===== config.mk =====
export PLATFORM = sky130hd
export DESIGN_NAME = lisfw_seq
export DESIGN_NICKNAME = d
export VERILOG_FILES = /design/src/sv/lisfw_pkg.sv /design/src/sv/lisfw_seq.sv
export SDC_FILE = /design/constraint.sdc
export NUM_CORES = 1
export LEC_CHECK = 0
export BUFFER_PORTS_ARGS = -buffer_cell sky130_fd_sc_hd__buf_2
export CORE_MARGIN = 10
export CORE_UTILIZATION = 58
export DETAILED_ROUTE_END_ITERATION = 7
export GPL_TIMING_DRIVEN = 1
export HOLD_SLACK_MARGIN = 0.03
export PLACE_DENSITY = 0.82
export SLEW_MARGIN = 40
export SYNTH_ARGS = -nofsm -noshare
export SYNTH_HDL_FRONTEND = slang
export SYNTH_SLANG_ARGS = --single-unit

===== constraint.sdc =====
create_clock -name i_clk -period 4.1 [get_ports i_clk]
set_input_delay 0.41 -clock i_clk [delete_from_list [all_inputs] [get_ports i_clk]]
set_output_delay 0.41 -clock i_clk [all_outputs]
set_load 0.1 [all_outputs]

===== src/sv/lisfw_pkg.sv =====
`default_nettype none

package lisfw_pkg;

    // Default widths of a sequence element and of a run length
    localparam int LISFW_VALUE_BITS = 10;
    localparam int LISFW_LEN_BITS   = 16;

endpackage

`default_nettype wire


===== src/sv/lisfw_seq.sv =====
`default_nettype none

module lisfw_seq
    import lisfw_pkg::*;
#(
    parameter int VALUE_BITS = LISFW_VALUE_BITS,
    parameter int LEN_BITS   = LISFW_LEN_BITS
) (
    input  wire logic                  i_clk,
    input  wire logic                  i_rst_n,
    // item input
    input  wire logic                  i_in_valid,
    output logic                       o_in_ready,
    input  wire logic [VALUE_BITS-1:0] i_value,
    input  wire logic                  i_last,
    // result towards the output register
    output logic                       o_res_valid,
    input  wire logic                  i_out_free,
    output logic      [LEN_BITS-1:0]   o_res_ending,
    output logic      [LEN_BITS-1:0]   o_res_best,
    output logic                       o_res_last,
    // tree memory
    output logic                       o_mem_wr_en,
    output logic      [VALUE_BITS-1:0] o_mem_wr_addr,
    output logic      [LEN_BITS-1:0]   o_mem_wr_data,
    output logic                       o_mem_rd_en,
    output logic      [VALUE_BITS-1:0] o_mem_rd_addr,
    input  wire logic [LEN_BITS-1:0]   i_mem_rd_data
);

    // Position register covers 0 .. 2*DOMAIN during the upward walk
    localparam int PW = VALUE_BITS + 2;
    localparam logic [PW-1:0] DOMAIN = PW'(1) << VALUE_BITS;

    typedef enum logic [2:0] {
        ST_CLEAR,
        ST_IDLE,
        ST_QUERY,
        ST_UPDATE,
        ST_DONE
    } t_state;

    t_state                r_state,    n_state;
    logic [PW-1:0]         r_pos,      n_pos;
    logic [LEN_BITS-1:0]   r_max,      n_max;
    logic [LEN_BITS-1:0]   r_len,      n_len;
    logic [LEN_BITS-1:0]   r_best,     n_best;
    logic [VALUE_BITS-1:0] r_val,      n_val;
    logic                  r_last,     n_last;
    logic                  r_rd_vld,   n_rd_vld;
    logic [VALUE_BITS-1:0] r_rd_addr,  n_rd_addr;
    logic [VALUE_BITS-1:0] r_clr_addr, n_clr_addr;

    logic [PW-1:0]         w_pos_m1;
    logic [PW-1:0]         w_lowbit;

    assign w_pos_m1 = r_pos - PW'(1);
    assign w_lowbit = r_pos & (~r_pos + PW'(1));

    assign o_mem_rd_addr = w_pos_m1[VALUE_BITS-1:0];
    assign o_res_ending  = r_len;
    assign o_res_best    = r_best;
    assign o_res_last    = r_last;

    // Sequencer: downward max walk, then upward raise walk
    always_comb begin
        n_state       = r_state;
        n_pos         = r_pos;
        n_max         = r_max;
        n_len         = r_len;
        n_best        = r_best;
        n_val         = r_val;
        n_last        = r_last;
        n_rd_vld      = 1'b0;
        n_rd_addr     = r_rd_addr;
        n_clr_addr    = r_clr_addr;
        o_in_ready    = 1'b0;
        o_res_valid   = 1'b0;
        o_mem_rd_en   = 1'b0;
        o_mem_wr_en   = 1'b0;
        o_mem_wr_addr = r_rd_addr;
        o_mem_wr_data = r_len;
        case (r_state)
            ST_CLEAR: begin
                // sweep zeros through the whole tree
                o_mem_wr_en   = 1'b1;
                o_mem_wr_addr = r_clr_addr;
                o_mem_wr_data = '0;
                n_clr_addr    = r_clr_addr + VALUE_BITS'(1);
                if (&r_clr_addr) begin
                    n_state = ST_IDLE;
                end
            end
            ST_IDLE: begin
                o_in_ready = 1'b1;
                if (i_in_valid) begin
                    n_val   = i_value;
                    n_last  = i_last;
                    n_pos   = PW'(i_value);
                    n_max   = '0;
                    n_state = ST_QUERY;
                end
            end
            ST_QUERY: begin
                // fold in the entry read last cycle
                if (r_rd_vld && (i_mem_rd_data > r_max)) begin
                    n_max = i_mem_rd_data;
                end
                if (r_pos != '0) begin
                    o_mem_rd_en = 1'b1;
                    n_rd_vld    = 1'b1;
                    n_pos       = r_pos & w_pos_m1;
                end else if (!r_rd_vld) begin
                    // saturating increment of the prefix maximum
                    n_len   = (&r_max) ? r_max : r_max + LEN_BITS'(1);
                    n_pos   = PW'(r_val) + PW'(1);
                    n_state = ST_UPDATE;
                end
            end
            ST_UPDATE: begin
                // raise the entry read last cycle if it is below the new length
                if (r_rd_vld && (i_mem_rd_data < r_len)) begin
                    o_mem_wr_en = 1'b1;
                end
                if (r_pos <= DOMAIN) begin
                    o_mem_rd_en = 1'b1;
                    n_rd_vld    = 1'b1;
                    n_rd_addr   = w_pos_m1[VALUE_BITS-1:0];
                    n_pos       = r_pos + w_lowbit;
                end else if (!r_rd_vld) begin
                    if (r_len > r_best) begin
                        n_best = r_len;
                    end
                    n_state = ST_DONE;
                end
            end
            ST_DONE: begin
                o_res_valid = 1'b1;
                if (i_out_free) begin
                    if (r_last) begin
                        n_best     = '0;
                        n_clr_addr = '0;
                        n_state    = ST_CLEAR;
                    end else begin
                        n_state = ST_IDLE;
                    end
                end
            end
            default: begin
                n_state = ST_IDLE;
            end
        endcase
    end

    // State and working registers
    always_ff @(posedge i_clk) begin
        if (!i_rst_n) begin
            r_state    <= ST_CLEAR;
            r_best     <= '0;
            r_rd_vld   <= 1'b0;
            r_clr_addr <= '0;
        end else begin
            r_state    <= n_state;
            r_best     <= n_best;
            r_rd_vld   <= n_rd_vld;
            r_clr_addr <= n_clr_addr;
        end
        r_pos     <= n_pos;
        r_max     <= n_max;
        r_len     <= n_len;
        r_val     <= n_val;
        r_last    <= n_last;
        r_rd_addr <= n_rd_addr;
    end

endmodule

`default_nettype wire

==> Flow_metrics.wiki, run 1 <==
{| class="wikitable"
! Metric !! Value
|-
| Clock skew after layout || 0.0109 ns
|-
| Cell total after placement || 908
|-
| Post-Route Setup TNS || 0 ns
|-
| # clock sinks || 95
|-
| Per-cell via count in the routed design || 5.91
|-
| Total power || 1.66 mW
|-
| Number of enable-type register cells in the synthesized netlist || 65
|-
| Post-route clock period utilization || 78.1%
|-
| Remaining antenna violation count || 0
|-
| Post-DR wirelength/cell || 18.5 microns
|-
| Clock transition at the registers of the reported paths || 0.10 ns
|-
| Arrival @ worst endpoint || 2.79 ns
|-
| Reg2Reg Setup Slack || 1.27 ns
|-
| Post-DP HPWL || 13.5 mm
|-
| Wire length of the first global-routing pass || 27.1 mm
|-
| Worst supply voltage drop on vdd || 0.184 mV
|-
| Transition time at the pin with the least slew margin || 0.653 ns
|-
| Part of the total power dissipated in the clock network || 33.0%
|-
| FFs w/ async S/R, synth || 0%
|-
| Clock tree from TritonCTS || done
|-
| DR iter-0 viols || 583
|-
| Mean cell area of the mapped netlist || 9.35 sq um
|-
| Number of remaining DRC errors || 0
|-
| Total Die Area || 0.0156 sq mm
|-
| Run status || complete, no violations
|-
| Global router's overall resource usage || 21.0%
|-
| Final standard cell count with taps included and fillers excluded || 924
|-
| Net count, final || 875
|-
| Remaining global-route overflow || 0
|-
| Share of power burned in combinational logic || 5.7%
|-
| Later-pin clock latency in the skew report || 0.37 ns
|-
| Total core area || 0.0108 sq mm
|-
| Cells on worst reg2reg path || 9
|-
| Fraction of final layout cells sized beyond drive strength 1 || 19.6%
|-
| Die Y || 125 microns
|-
| Reg-to-reg critical path startpoint || r_pos[0]
|-
| # setup viols final || 0
|-
| Number of global-route vias before repair || 5234
|-
| Switching Fraction || 23.5%
|-
| Initial Util || 59.1%
|-
| Cell-internal power || 1.27 mW
|-
| Top FF cell, synth || sky130_fd_sc_hd__edfxtp_1
|-
| Number of antenna violations at the first check in global routing || 0
|-
| Type of origin of the critical path || flop
|-
| Power per unit of standard cell area || 232 mW/mm^2
|-
| Setup repair after global routing missed its margin || false
|-
| Fill cell count || 873
|-
| Cells after synthesis || 682
|-
| Pin count of the biggest net entering global routing || 42
|-
| Maximum fanout along the worst path || 16
|-
| Last element of the critical path || o_mem_rd_en
|-
| Final wirelength || 17.1 mm
|-
| Most common library cell in the layout ignoring fill and taps || sky130_fd_sc_hd__buf_2
|-
| Required time of the critical path || 3.69 ns
|-
| Number of buffers inserted for hold repair after clock tree synthesis || 0
|-
| Source of the critical timing path || r_pos[6]
|-
| Number of rows in the core area || 38
|-
| Syn Nets || 778
|-
| Chip Width || 125 microns
|-
| I/O pin count || 104
|-
| Buffers inserted by post-CTS timing repair || 0
|-
| Via count || 5462
|-
| Register share of total power || 61.3%
|-
| Type of destination of the critical path || primary output
|-
| Total of cells resized after clock tree synthesis || 0
|-
| Synth warnings || 0
|-
| Layout-stage area growth over the synthesis result || 12.3%
|-
| Commonest cells after routing, fill and taps aside || 103 x sky130_fd_sc_hd__buf_2, 90 x sky130_fd_sc_hd__nand2_1, 69 x sky130_fd_sc_hd__inv_1
|-
| Remaining max-slew budget at the tightest pin || 56.5%
|-
| Diodes inserted || 0
|-
| Peak Freq || 312 MHz
|-
| Max capacitance violation total || 0
|-
| Critical path start-end classification || flop to primary output
|-
| Number of port buffers || 103
|-
| Worst min-delay path class || primary input to flop
|-
| Number of hold violations in the final report || 0
|-
| Post-synthesis register bit count || 95
|-
| Net switching power || 391 uW
|-
| Maximum clock path buffer count || 2
|-
| Last weighted congestion value of the routability-driven placer || 0.900
|-
| Number of buffers created by CTS || 9
|-
| Terminus of the critical flop-to-flop path || r_pos[9]
|-
| Maximum level of the CTS H-tree || 3
|-
| Final-report max-slew violation count || 0
|-
| DRT Pass-1 Iters || 5
|-
| Leakage dissipation || 3.21 nW
|-
| Distinct cell type count of the synthesized netlist || 68
|-
| Final min period || 3.20 ns
|-
| Mapped cell area || 0.00637 sq mm
|-
| Clock Root Buffer || sky130_fd_sc_hd__clkbuf_8
|-
| Sequential area share after synthesis || 40.0%
|}
-- routing by layer --
layer / vias up / share of wire (%) / track usage, %
li1: 2613 / - / -
met1: 2608 / 44 / 28.0
met2: 219 / 47 / 33.7
met3: 22 / 8.2 / 4.17
met4: 0 / 1.6 / 6.17
met5: - / 0 / 0
-- worst max-delay path, cell delays in order, from the launching register on --
cell	delay, ns
sky130_fd_sc_hd__edfxtp_1	0.61
sky130_fd_sc_hd__nor4_1	0.63
sky130_fd_sc_hd__a31oi_1	0.26
sky130_fd_sc_hd__o21ai_0	0.20
sky130_fd_sc_hd__o211ai_1	0.17
sky130_fd_sc_hd__inv_1	0.12
sky130_fd_sc_hd__buf_2	0.43
-- cell usage after synthesis, types with 13 or more instances --
library cell,count,area share [%]
sky130_fd_sc_hd__nand2_1,90,5.3
sky130_fd_sc_hd__ha_1,65,13
sky130_fd_sc_hd__o22ai_1,20,2.0
sky130_fd_sc_hd__xor2_1,19,2.6
sky130_fd_sc_hd__xnor2_1,16,2.2
sky130_fd_sc_hd__edfxtp_1,65,31
sky130_fd_sc_hd__inv_1,69,4.1
sky130_fd_sc_hd__nor2_1,52,3.1
sky130_fd_sc_hd__nand4_1,13,1.3
sky130_fd_sc_hd__dfxtp_1,30,9.4
sky130_fd_sc_hd__a21oi_1,22,1.7
sky130_fd_sc_hd__nand3_1,24,1.9
sky130_fd_sc_hd__and2_1,24,2.4
sky130_fd_sc_hd__o21ai_0,21,1.6
-- power groups by stage --
stage                     clock, mW  combinational (mW)  sequential (mW)
final                         0.547              0.0951             1.02
after global routing          0.588               0.105             1.02
after CTS                     0.553              0.0952             1.02
after detailed placement          0              0.0947             1.04
after global placement            0              0.0890             1.04
after floorplan                   0              0.0578             1.04
-- area by class of cell --
cell class,instances,area [sq um],area share [%]
Clock inverter,4,21.3,0.297
Inverter,69,259,3.62
Sequential cell,95,2550,35.7
Tap cell,140,175,2.45
Multi-Input combinational cell,495,3450,48.3
Timing Repair Buffer,109,561,7.83
Clock buffer,12,135,1.89
-- registers in the layout (all words and copies together), names as in the netlist --
signal	cells
o_res_best	16
o_res_ending	16
o_res_last	1
r_clr_addr	10
r_max	16
r_pos	12
r_rd_addr	10
r_rd_vld	1
r_state	3
r_val	10
-- worst min path at each step --
stage / slack [ns] / to / cells after the start / start
finish: 0.21 / o_res_last / 1 / i_last
detailed placement: 0.48 / o_res_best[10] / 2 / o_res_best[10]
global placement: 0.47 / o_res_best[10] / 2 / o_res_best[10]
CTS: 0.20 / o_res_last / 1 / i_last
floorplan: 0.48 / r_clr_addr[1] / 2 / r_clr_addr[1]
global route: 0.20 / o_res_last / 1 / i_last
-- kinds of logic (layout without fill, tap and decap cells) --
logic type	count (synthesis)	in the layout	share of synthesized area [%]
muxes	15	15	2.57
buffers and inverters	92	194	5.95
adders and majority gates	65	65	12.8
AOI/OAI and AO/OA	122	122	13.6
DFF	95	95	40.0
and+or+nand+nor	258	258	20.3
xor gates and xnor gates	35	35	4.81
-- through the flow --
step                utilization [%]  setup slack (ns)  hold slack, ns  cell area (sq um)
detailed placement             64.9              1.31           0.475               7000
finish                         66.3             0.900           0.212               7160
floorplan                         -             0.223           0.479               6380
CTS                            66.3             0.938           0.197               7160
global route                   66.3             0.724           0.204               7160
global placement               64.9              1.33           0.467               7000
No activity file was read; power rests on OpenSTA's default activity.
==> run 2: changes to the inputs <==
--- a/config.mk
+++ b/config.mk
@@ -5,13 +5,14 @@
 export SDC_FILE = /design/constraint.sdc
 export NUM_CORES = 1
 export LEC_CHECK = 0
+export ABC_AREA = 1
 export BUFFER_PORTS_ARGS = -buffer_cell sky130_fd_sc_hd__buf_2
 export CORE_MARGIN = 10
 export CORE_UTILIZATION = 58
 export DETAILED_ROUTE_END_ITERATION = 7
 export GPL_TIMING_DRIVEN = 1
 export HOLD_SLACK_MARGIN = 0.03
-export PLACE_DENSITY = 0.82
+export PLACE_DENSITY = 0.81
 export SLEW_MARGIN = 40
 export SYNTH_ARGS = -nofsm -noshare
 export SYNTH_HDL_FRONTEND = slang
==> constraint.sdc (replaced) <==
create_clock -name i_clk -period 3.2 [get_ports i_clk]
set_input_delay 0.32 -clock i_clk [delete_from_list [all_inputs] [get_ports i_clk]]
set_output_delay 0.32 -clock i_clk [all_outputs]
set_load 0.1 [all_outputs]
==> run 2 against run 1 <==
Global-route usage about the same. Clock power is 86% higher. Non-clock buffer count unchanged. Die area grew 3.1%. First-iteration DRC count grew 11%. Area after synthesis is 3.7% higher. Clock skew grew 0.0023 ns. Combinational power rose by 37%. Flip-flop and latch count did not move. Register-to-register slack worse by 0.62 ns. Critical path depth increased by 1. Sequential power rose by 28%. Largest cell class unchanged.
==> Flow_metrics.wiki, run 2 <==
{| class="wikitable"
! Metric !! Value
|-
| Reg-to-reg critical path startpoint || r_pos[0]
|-
| Total Die Area || 0.0161 sq mm (+3.1%)
|-
| Power per unit of standard cell area || 321 mW/mm^2 (+38%)
|-
| Cells on worst reg2reg path || 11 (+2)
|-
| Most common library cell in the layout ignoring fill and taps || sky130_fd_sc_hd__nand2_1
|-
| Layer with the highest usage || met2
|-
| Final min period || 2.78 ns
|-
| Total core area || 0.0110 sq mm (+1.8%)
|-
| Remaining antenna violation count || 0 (unchanged)
|-
| Max capacitance violation total || 0 (unchanged)
|-
| Initial Util || 60.2% (+1.1 points)
|-
| Last weighted congestion value of the routability-driven placer || 0.924 (+2.7%)
|-
| Maximum level of the CTS H-tree || 3 (unchanged)
|-
| Sequential area share after synthesis || 38.6% (-1.4 points)
|-
| Buffers inserted by post-CTS timing repair || 0 (unchanged)
|-
| Clock skew after layout || 0.0132 ns (+0.00229 ns)
|-
| Cells after synthesis || 879 (+29%)
|-
| Clock tree from TritonCTS || done
|-
| Run status || complete, no violations
|-
| Last element of the critical path || o_mem_rd_addr[9]
|-
| Maximum clock path buffer count || 2 (unchanged)
|-
| # clock sinks || 95 (unchanged)
|-
| Area occupied by multi-input gates || 0.00341 sq mm (-1.2%)
|-
| Proportion of netlist area held by the largest area contributor || 29.5% (-1.1 points)
|-
| Number of rows in the core area || 38 (unchanged)
|-
| Die Y || 127 microns (+1.5%)
|-
| Post-DR wirelength/cell || 15.3 microns (-17%)
|-
| Number of hold violations in the final report || 0 (unchanged)
|-
| Met2 Resource Use GR || 32.3% (-1.4 points)
|-
| Number of buffers created by CTS || 9 (unchanged)
|-
| Worst min-delay path class || primary input to flop
|-
| Met1 Use GR || 29.1% (+1.1 points)
|-
| Source of the critical timing path || r_pos[2]
|-
| Fraction of final layout cells sized beyond drive strength 1 || 15.6% (-4.1 points)
|-
| Post-DP HPWL || 13.9 mm (+2.5%)
|-
| Area of all sequential standard cells || 0.00255 sq mm (unchanged)
|-
| Type of destination of the critical path || primary output
|-
| Chip Width || 127 microns (+1.5%)
|-
| Setup repair after global routing missed its margin || false
|-
| Type of origin of the critical path || flop
|-
| Number of global-route vias before repair || 5570 (+6.4%)
|-
| Terminus of the critical flop-to-flop path || r_pos[1]
|-
| Peak Freq || 360 MHz
|-
| DR iter-0 viols || 650 (+11%)
|-
| DRT Pass-1 Iters || 7 (+2)
|-
| Later-pin clock latency in the skew report || 0.35 ns (-0.02 ns)
|-
| Clock transition at the registers of the reported paths || 0.07 ns (-0.03 ns)
|-
| Worst supply voltage drop on vdd || 0.432 mV (+140%)
|-
| Final instance area || 0.00765 sq mm (+6.9%)
|-
| Synth warnings || 0 (unchanged)
|-
| Final-report max-slew violation count || 0 (unchanged)
|-
| Wire length of the first global-routing pass || 27.7 mm (+2.2%)
|-
| Mapped cell area || 0.00661 sq mm (+3.7%)
|-
| Diodes inserted || 0 (unchanged)
|-
| Number of buffers inserted for hold repair after clock tree synthesis || 0 (unchanged)
|-
| Net count, final || 1081 (+24%)
|-
| Reg2Reg Setup Slack || 0.65 ns (-0.62 ns)
|-
| Via count || 6065 (+11%)
|-
| Leakage dissipation || 3.83 nW (+19%)
|-
| Number of antenna violations at the first check in global routing || 0 (unchanged)
|-
| Pin count of the biggest net entering global routing || 23 (-45%)
|-
| Commonest cells after routing, fill and taps aside || 196 x sky130_fd_sc_hd__nand2_1, 142 x sky130_fd_sc_hd__inv_1, 126 x sky130_fd_sc_hd__nor2_1
|-
| Top cells by area in the synthesized netlist || sky130_fd_sc_hd__edfxtp_1 30%, sky130_fd_sc_hd__ha_1 12%, sky130_fd_sc_hd__nand2_1 11%
|-
| Remaining max-slew budget at the tightest pin || 51.2% (-5.3 points)
|-
| Transition time at the pin with the least slew margin || 0.725 ns (+0.0721 ns)
|-
| Syn Nets || 975 (+25%)
|-
| Required time of the critical path || 2.88 ns (-0.81 ns)
|-
| DP Area || 0.00737 sq mm (+5.3%)
|-
| Mean cell area of the mapped netlist || 7.52 sq um (-20%)
|-
| Maximum fanout along the worst path || 6 (-10)
|-
| Arrival @ worst endpoint || 2.46 ns (-0.33 ns)
|-
| Hold Worst Slack || 0.151 ns (-0.0614 ns)
|-
| Clock Root Buffer || sky130_fd_sc_hd__clkbuf_16
|-
| Met3 track demand over resource in global routing || 5.04% (+0.87 points)
|-
| Layout-stage area growth over the synthesis result || 15.8%
|-
| Fill cell count || 912 (+4.5%)
|-
| Number of enable-type register cells in the synthesized netlist || 65 (unchanged)
|-
| Post-route clock period utilization || 86.8%
|-
| Per-cell via count in the routed design || 5.37 (-9.1%)
|-
| Number of port buffers || 103 (unchanged)
|-
| Remaining global-route overflow || 0 (unchanged)
|-
| FFs w/ async S/R, synth || 0% (unchanged)
|-
| Critical path start-end classification || flop to primary output
|-
| Most numerous cell in the Yosys netlist || sky130_fd_sc_hd__nand2_1
|-
| Distinct cell type count of the synthesized netlist || 45 (-34%)
|-
| Cell type contributing the most total cell area after synthesis || sky130_fd_sc_hd__edfxtp_1
|-
| Number of remaining DRC errors || 0 (unchanged)
|-
| Leading cell types by count after synthesis || 196 x sky130_fd_sc_hd__nand2_1, 143 x sky130_fd_sc_hd__inv_1, 127 x sky130_fd_sc_hd__nor2_1
|-
| I/O pin count || 104 (unchanged)
|-
| # setup viols final || 0 (unchanged)
|-
| Final wirelength || 17.3 mm (+1.3%)
|-
| Post-synthesis register bit count || 95 (unchanged)
|-
| Global router's overall resource usage || 21.0% (about the same)
|-
| Top FF cell, synth || sky130_fd_sc_hd__edfxtp_1
|-
| Total of cells resized after clock tree synthesis || 0 (unchanged)
|}
## run 2: cell count changes after synthesis, moves of 12 or more
| cell | change |
|---|---|
| sky130_fd_sc_hd__o21ai_0 | +12 |
| sky130_fd_sc_hd__inv_1 | +74 |
| sky130_fd_sc_hd__and2_1 | -23 |
| sky130_fd_sc_hd__nor2_1 | +75 |
| sky130_fd_sc_hd__nand2_1 | +106 |
| sky130_fd_sc_hd__nand3_1 | +22 |
| sky130_fd_sc_hd__xnor2_1 | -15 |
| sky130_fd_sc_hd__a21oi_1 | +32 |
| sky130_fd_sc_hd__o22ai_1 | -19 |
## run 2: worst min-delay path by stage
stage / from / to / slack [ns] / cells past startpoint
after floorplan: i_last / o_res_last / 0.42 / 0
after global placement: r_clr_addr[7] / r_clr_addr[8] / 0.48 / 2
after detailed placement: o_res_best[13] / o_res_best[13] / 0.50 / 2
after CTS: i_last / o_res_last / 0.14 / 1
after global routing: i_last / o_res_last / 0.14 / 1
final: i_last / o_res_last / 0.15 / 1
## run 2: where the power goes
part	internal, mW	total [mW]	switching, mW
Combinational	0.0455	0.130	0.0845
Sequential	1.30	1.31	0.00374
Clock	0.590	1.02	0.432
## run 2: critical path, cell delays in order (launching register included)
cell	delay, ns
sky130_fd_sc_hd__edfxtp_1	0.50
sky130_fd_sc_hd__nor2_1	0.20
sky130_fd_sc_hd__nand2_1	0.18
sky130_fd_sc_hd__nor2_2	0.27
sky130_fd_sc_hd__nand2_1	0.11
sky130_fd_sc_hd__ha_1	0.29
sky130_fd_sc_hd__inv_1	0.10
sky130_fd_sc_hd__buf_2	0.44
## run 2: final cells by class
type                            count  area share [%]
Sequential cell                    95            33.4
Clock inverter                      6           0.687
Multi-Input combinational cell    620            44.6
Inverter                          150            7.41
Clock buffer                        9            2.94
Tap cell                          140            2.29
Timing Repair Buffer              109            8.70
## run 2: stage by stage
| step | TNS (ns) | setup WS [ns] | util [%] | cells | power (mW) |
|---|---|---|---|---|---|
| after floorplan | -1.92 | -0.319 | - | 879 | 1.41 |
| after global placement | 0 | 0.686 | 67.1 | 1114 | 1.46 |
| after detailed placement | 0 | 0.669 | 67.1 | 1114 | 1.46 |
| after CTS | 0 | 0.441 | 69.7 | 1129 | 2.47 |
| after global routing | 0 | 0.311 | 69.7 | 1129 | 2.54 |
| final | 0 | 0.421 | 69.7 | 1129 | 2.46 |
## run 2: routing by layer
| metal | wire length [microns] | up-vias |
|---|---|---|
| met4 | 220 | 0 |
| met1 | 7850 | 2741 |
| li1 | - | 3078 |
| met2 | 7830 | 227 |
| met3 | 1380 | 19 |
| met5 | 0 | - |
## run 2: kinds of logic after synthesis
logic type      share of synthesized area, %
flops                                   38.6
buf+inv                                 9.75
xor+xnor                                1.59
simple gates                            29.0
fa+ha+maj                               12.3
compound gates                          8.69
==> run 3: changes to the inputs <==
--- a/config.mk
+++ b/config.mk
@@ -8,11 +8,10 @@
 export ABC_AREA = 1
 export BUFFER_PORTS_ARGS = -buffer_cell sky130_fd_sc_hd__buf_2
 export CORE_MARGIN = 10
-export CORE_UTILIZATION = 58
+export CORE_UTILIZATION = 40
 export DETAILED_ROUTE_END_ITERATION = 7
 export GPL_TIMING_DRIVEN = 1
 export HOLD_SLACK_MARGIN = 0.03
-export PLACE_DENSITY = 0.81
 export SLEW_MARGIN = 40
 export SYNTH_ARGS = -nofsm -noshare
 export SYNTH_HDL_FRONTEND = slang
==> run 3 against run 2 <==
Clock skew shrank 0.0067 ns. Flip-flop and latch count is the same. Register-to-register slack lost 0.06 ns. Non-clock buffer count grew 1. Routed wire length grew 5.9%. Global-route usage shrank 4.6 points. Sequential power is essentially flat. Clock power grew 4%.
==> Flow_metrics.wiki, run 3 (synthesis gave the netlist of run 2 again) <==
{| class="wikitable"
! Metric !! Value
|-
| Run status || complete, no violations
|-
| Maximum fanout along the worst path || 6 (unchanged)
|-
| Commonest cells after routing, fill and taps aside || 196 x sky130_fd_sc_hd__nand2_1, 142 x sky130_fd_sc_hd__inv_1, 126 x sky130_fd_sc_hd__nor2_1
|-
| Part of the total power dissipated in the clock network || 42.5% (+0.9 points)
|-
| Type of origin of the critical path || flop
|-
| Number of rows in the core area || 46 (+21%)
|-
| Clock Root Buffer || sky130_fd_sc_hd__clkbuf_16
|-
| Register share of total power || 52.3% (-0.8 points)
|-
| # setup viols final || 0 (unchanged)
|-
| Post-DR wirelength/cell || 15.2 microns (-0.95%)
|-
| Initial Util || 41.2% (-19 points)
|-
| Global router's overall resource usage || 16.4% (-4.6 points)
|-
| DR iter-0 viols || 420 (-35%)
|-
| Clock transition at the registers of the reported paths || 0.06 ns (about the same)
|-
| Total core area || 0.0161 sq mm (+46%)
|-
| Remaining antenna violation count || 0 (unchanged)
|-
| Number of antenna violations at the first check in global routing || 0 (unchanged)
|-
| Net switching power || 523 uW (+0.45%)
|-
| Post-Place Setup Slack || 0.593 ns (-0.0763 ns)
|-
| Last weighted congestion value of the routability-driven placer || 0.909 (-1.7%)
|-
| Number of remaining DRC errors || 0 (unchanged)
|-
| Worst min-delay path class || primary input to flop
|-
| Total of cells resized after clock tree synthesis || 0 (unchanged)
|-
| Die Y || 149 microns (+17%)
|-
| Leakage dissipation || 3.82 nW (-0.30%)
|-
| Arrival @ worst endpoint || 2.44 ns (-0.02 ns)
|-
| Required time of the critical path || 2.88 ns (about the same)
|-
| Max capacitance violation total || 0 (unchanged)
|-
| Most common library cell in the layout ignoring fill and taps || sky130_fd_sc_hd__nand2_1
|-
| Worst supply voltage drop on vdd || 0.284 mV (-34%)
|-
| Buffers inserted by post-CTS timing repair || 0 (unchanged)
|-
| Via count || 5866 (-3.3%)
|-
| Slowest cell on crit path || sky130_fd_sc_hd__edfxtp_1
|-
| Post-DP HPWL || 15.0 mm (+8.1%)
|-
| Remaining global-route overflow || 0 (unchanged)
|-
| Clock tree from TritonCTS || done
|-
| Number of hold violations in the final report || 0 (unchanged)
|-
| Maximum clock path buffer count || 2 (unchanged)
|-
| Min setup slack post-route || 0.438 ns (+0.0170 ns)
|-
| Fraction of final layout cells sized beyond drive strength 1 || 15.4% (-0.13 points)
|-
| Type of destination of the critical path || primary output
|-
| Wire length of the first global-routing pass || 28.8 mm (+4.3%)
|-
| Reg-to-reg critical path startpoint || r_pos[0]
|-
| Critical path start-end classification || flop to primary output
|-
| Power per unit of standard cell area || 326 mW/mm^2 (+1.5%)
|-
| Cell-internal power || 1.98 mW (+1.9%)
|-
| Switching Fraction || 20.9% (-0.24 points)
|-
| Number of port buffers || 103 (unchanged)
|-
| Number of buffers created by CTS || 9 (unchanged)
|-
| Diodes inserted || 0 (unchanged)
|-
| Layout-stage area growth over the synthesis result || 15.9% (about the same)
|-
| Maximum level of the CTS H-tree || 3 (unchanged)
|-
| Remaining max-slew budget at the tightest pin || 58.8% (+7.6 points)
|-
| Final min period || 2.76 ns (-0.0170 ns)
|-
| I/O pin count || 104 (unchanged)
|-
| Number of global-route vias before repair || 5433 (-2.5%)
|-
| Finished Core Util || 47.7% (-22 points)
|-
| Number of buffers inserted for hold repair after clock tree synthesis || 0 (unchanged)
|-
| Total Die Area || 0.0221 sq mm (+37%)
|-
| Most Frequent Cell on Critical Path || sky130_fd_sc_hd__nand2_1
|-
| CP max stage delay || 0.49 ns (about the same)
|-
| Fill cell count || 1616 (+77%)
|-
| DRT Pass-1 Iters || 5 (-2)
|-
| Share of power burned in combinational logic || 5.2% (about the same)
|-
| Chip Width || 149 microns (+17%)
|-
| Clock skew after layout || 0.00650 ns (-0.00672 ns)
|-
| # clock sinks || 95 (unchanged)
|-
| Cell chain of the critical path || nor2_1 > nand2_1 > nor2_2 > nand2_1 > ha_1 > inv_1 > buf_2
|-
| Later-pin clock latency in the skew report || 0.35 ns (about the same)
|-
| Final-report max-slew violation count || 0 (unchanged)
|-
| Transition time at the pin with the least slew margin || 0.612 ns (-0.113 ns)
|-
| Source of the critical timing path || r_pos[2]
|-
| Setup repair after global routing missed its margin || false
|-
| Per-cell via count in the routed design || 4.86 (-9.5%)
|-
| Final wirelength || 18.3 mm (+5.9%)
|-
| Hold Worst Slack || 0.167 ns (+0.0161 ns)
|-
| Pin count of the biggest net entering global routing || 24 (+4.3%)
|-
| Peak Freq || 362 MHz (+0.62%)
|-
| Net count, final || 1082 (+0.093%)
|-
| Post-route clock period utilization || 86.3% (-0.53 points)
|-
| HP Start || i_value[6]
|}
## run 3: final timing paths
| kind | end | slack, ns | depth (start not counted) |
|---|---|---|---|
| max reg2reg | r_pos[9] | 0.59 | 11 |
| min | r_val[6] | 0.17 | 1 |
| min reg2reg | r_clr_addr[8] | 0.48 | 2 |
| max | o_mem_rd_addr[9] | 0.44 | 7 |
## run 3: area by class of cell
type / count / area (sq um) / area share (%)
timing repair buffer: 110 / 568 / 7.42
sequential: 95 / 2550 / 33.3
tap: 216 / 270 / 3.53
clock buffer: 15 / 258 / 3.36
clock inverter: 1 / 30.0 / 0.392
multi-input combinational: 620 / 3410 / 44.6
inverter: 150 / 567 / 7.40
## run 3: metrics by stage
step           setup TNS, ns  area (sq um)  total power [mW]  instances
6_report                   0          7660              2.50       1207
5_1_grt                    0          7660              2.58       1207
4_1_cts                    0          7660              2.53       1207
3_5_place_dp               0          7370              1.46       1191
3_3_place_gp               0          7370              1.46       1191
2_1_floorplan          -1.92          6610              1.41        879
## run 3: routing by layer
layer	routed length (microns)	global-route usage (%)	vias up
li1	-	-	3076
met1	8920	22.4	2628
met2	8170	25.3	141
met3	870	3.40	21
met4	342	5.40	0
met5	0	0	-
## run 3: power groups by stage
stage	Combinational, mW	Sequential, mW	Clock (mW)
2_1_floorplan	0.0776	1.33	0
3_3_place_gp	0.130	1.33	0
3_5_place_dp	0.131	1.33	0
4_1_cts	0.132	1.31	1.09
5_1_grt	0.147	1.31	1.13
6_report	0.130	1.31	1.06
## run 3: critical path: cells and delay by family, from the launching register on
| family | cells | cell delay, ns |
|---|---|---|
| adders and majority gates | 1 | 0.28 |
| buffers and inverters | 2 | 0.55 |
| DFF | 1 | 0.49 |
| and+or+nand+nor | 4 | 0.77 |
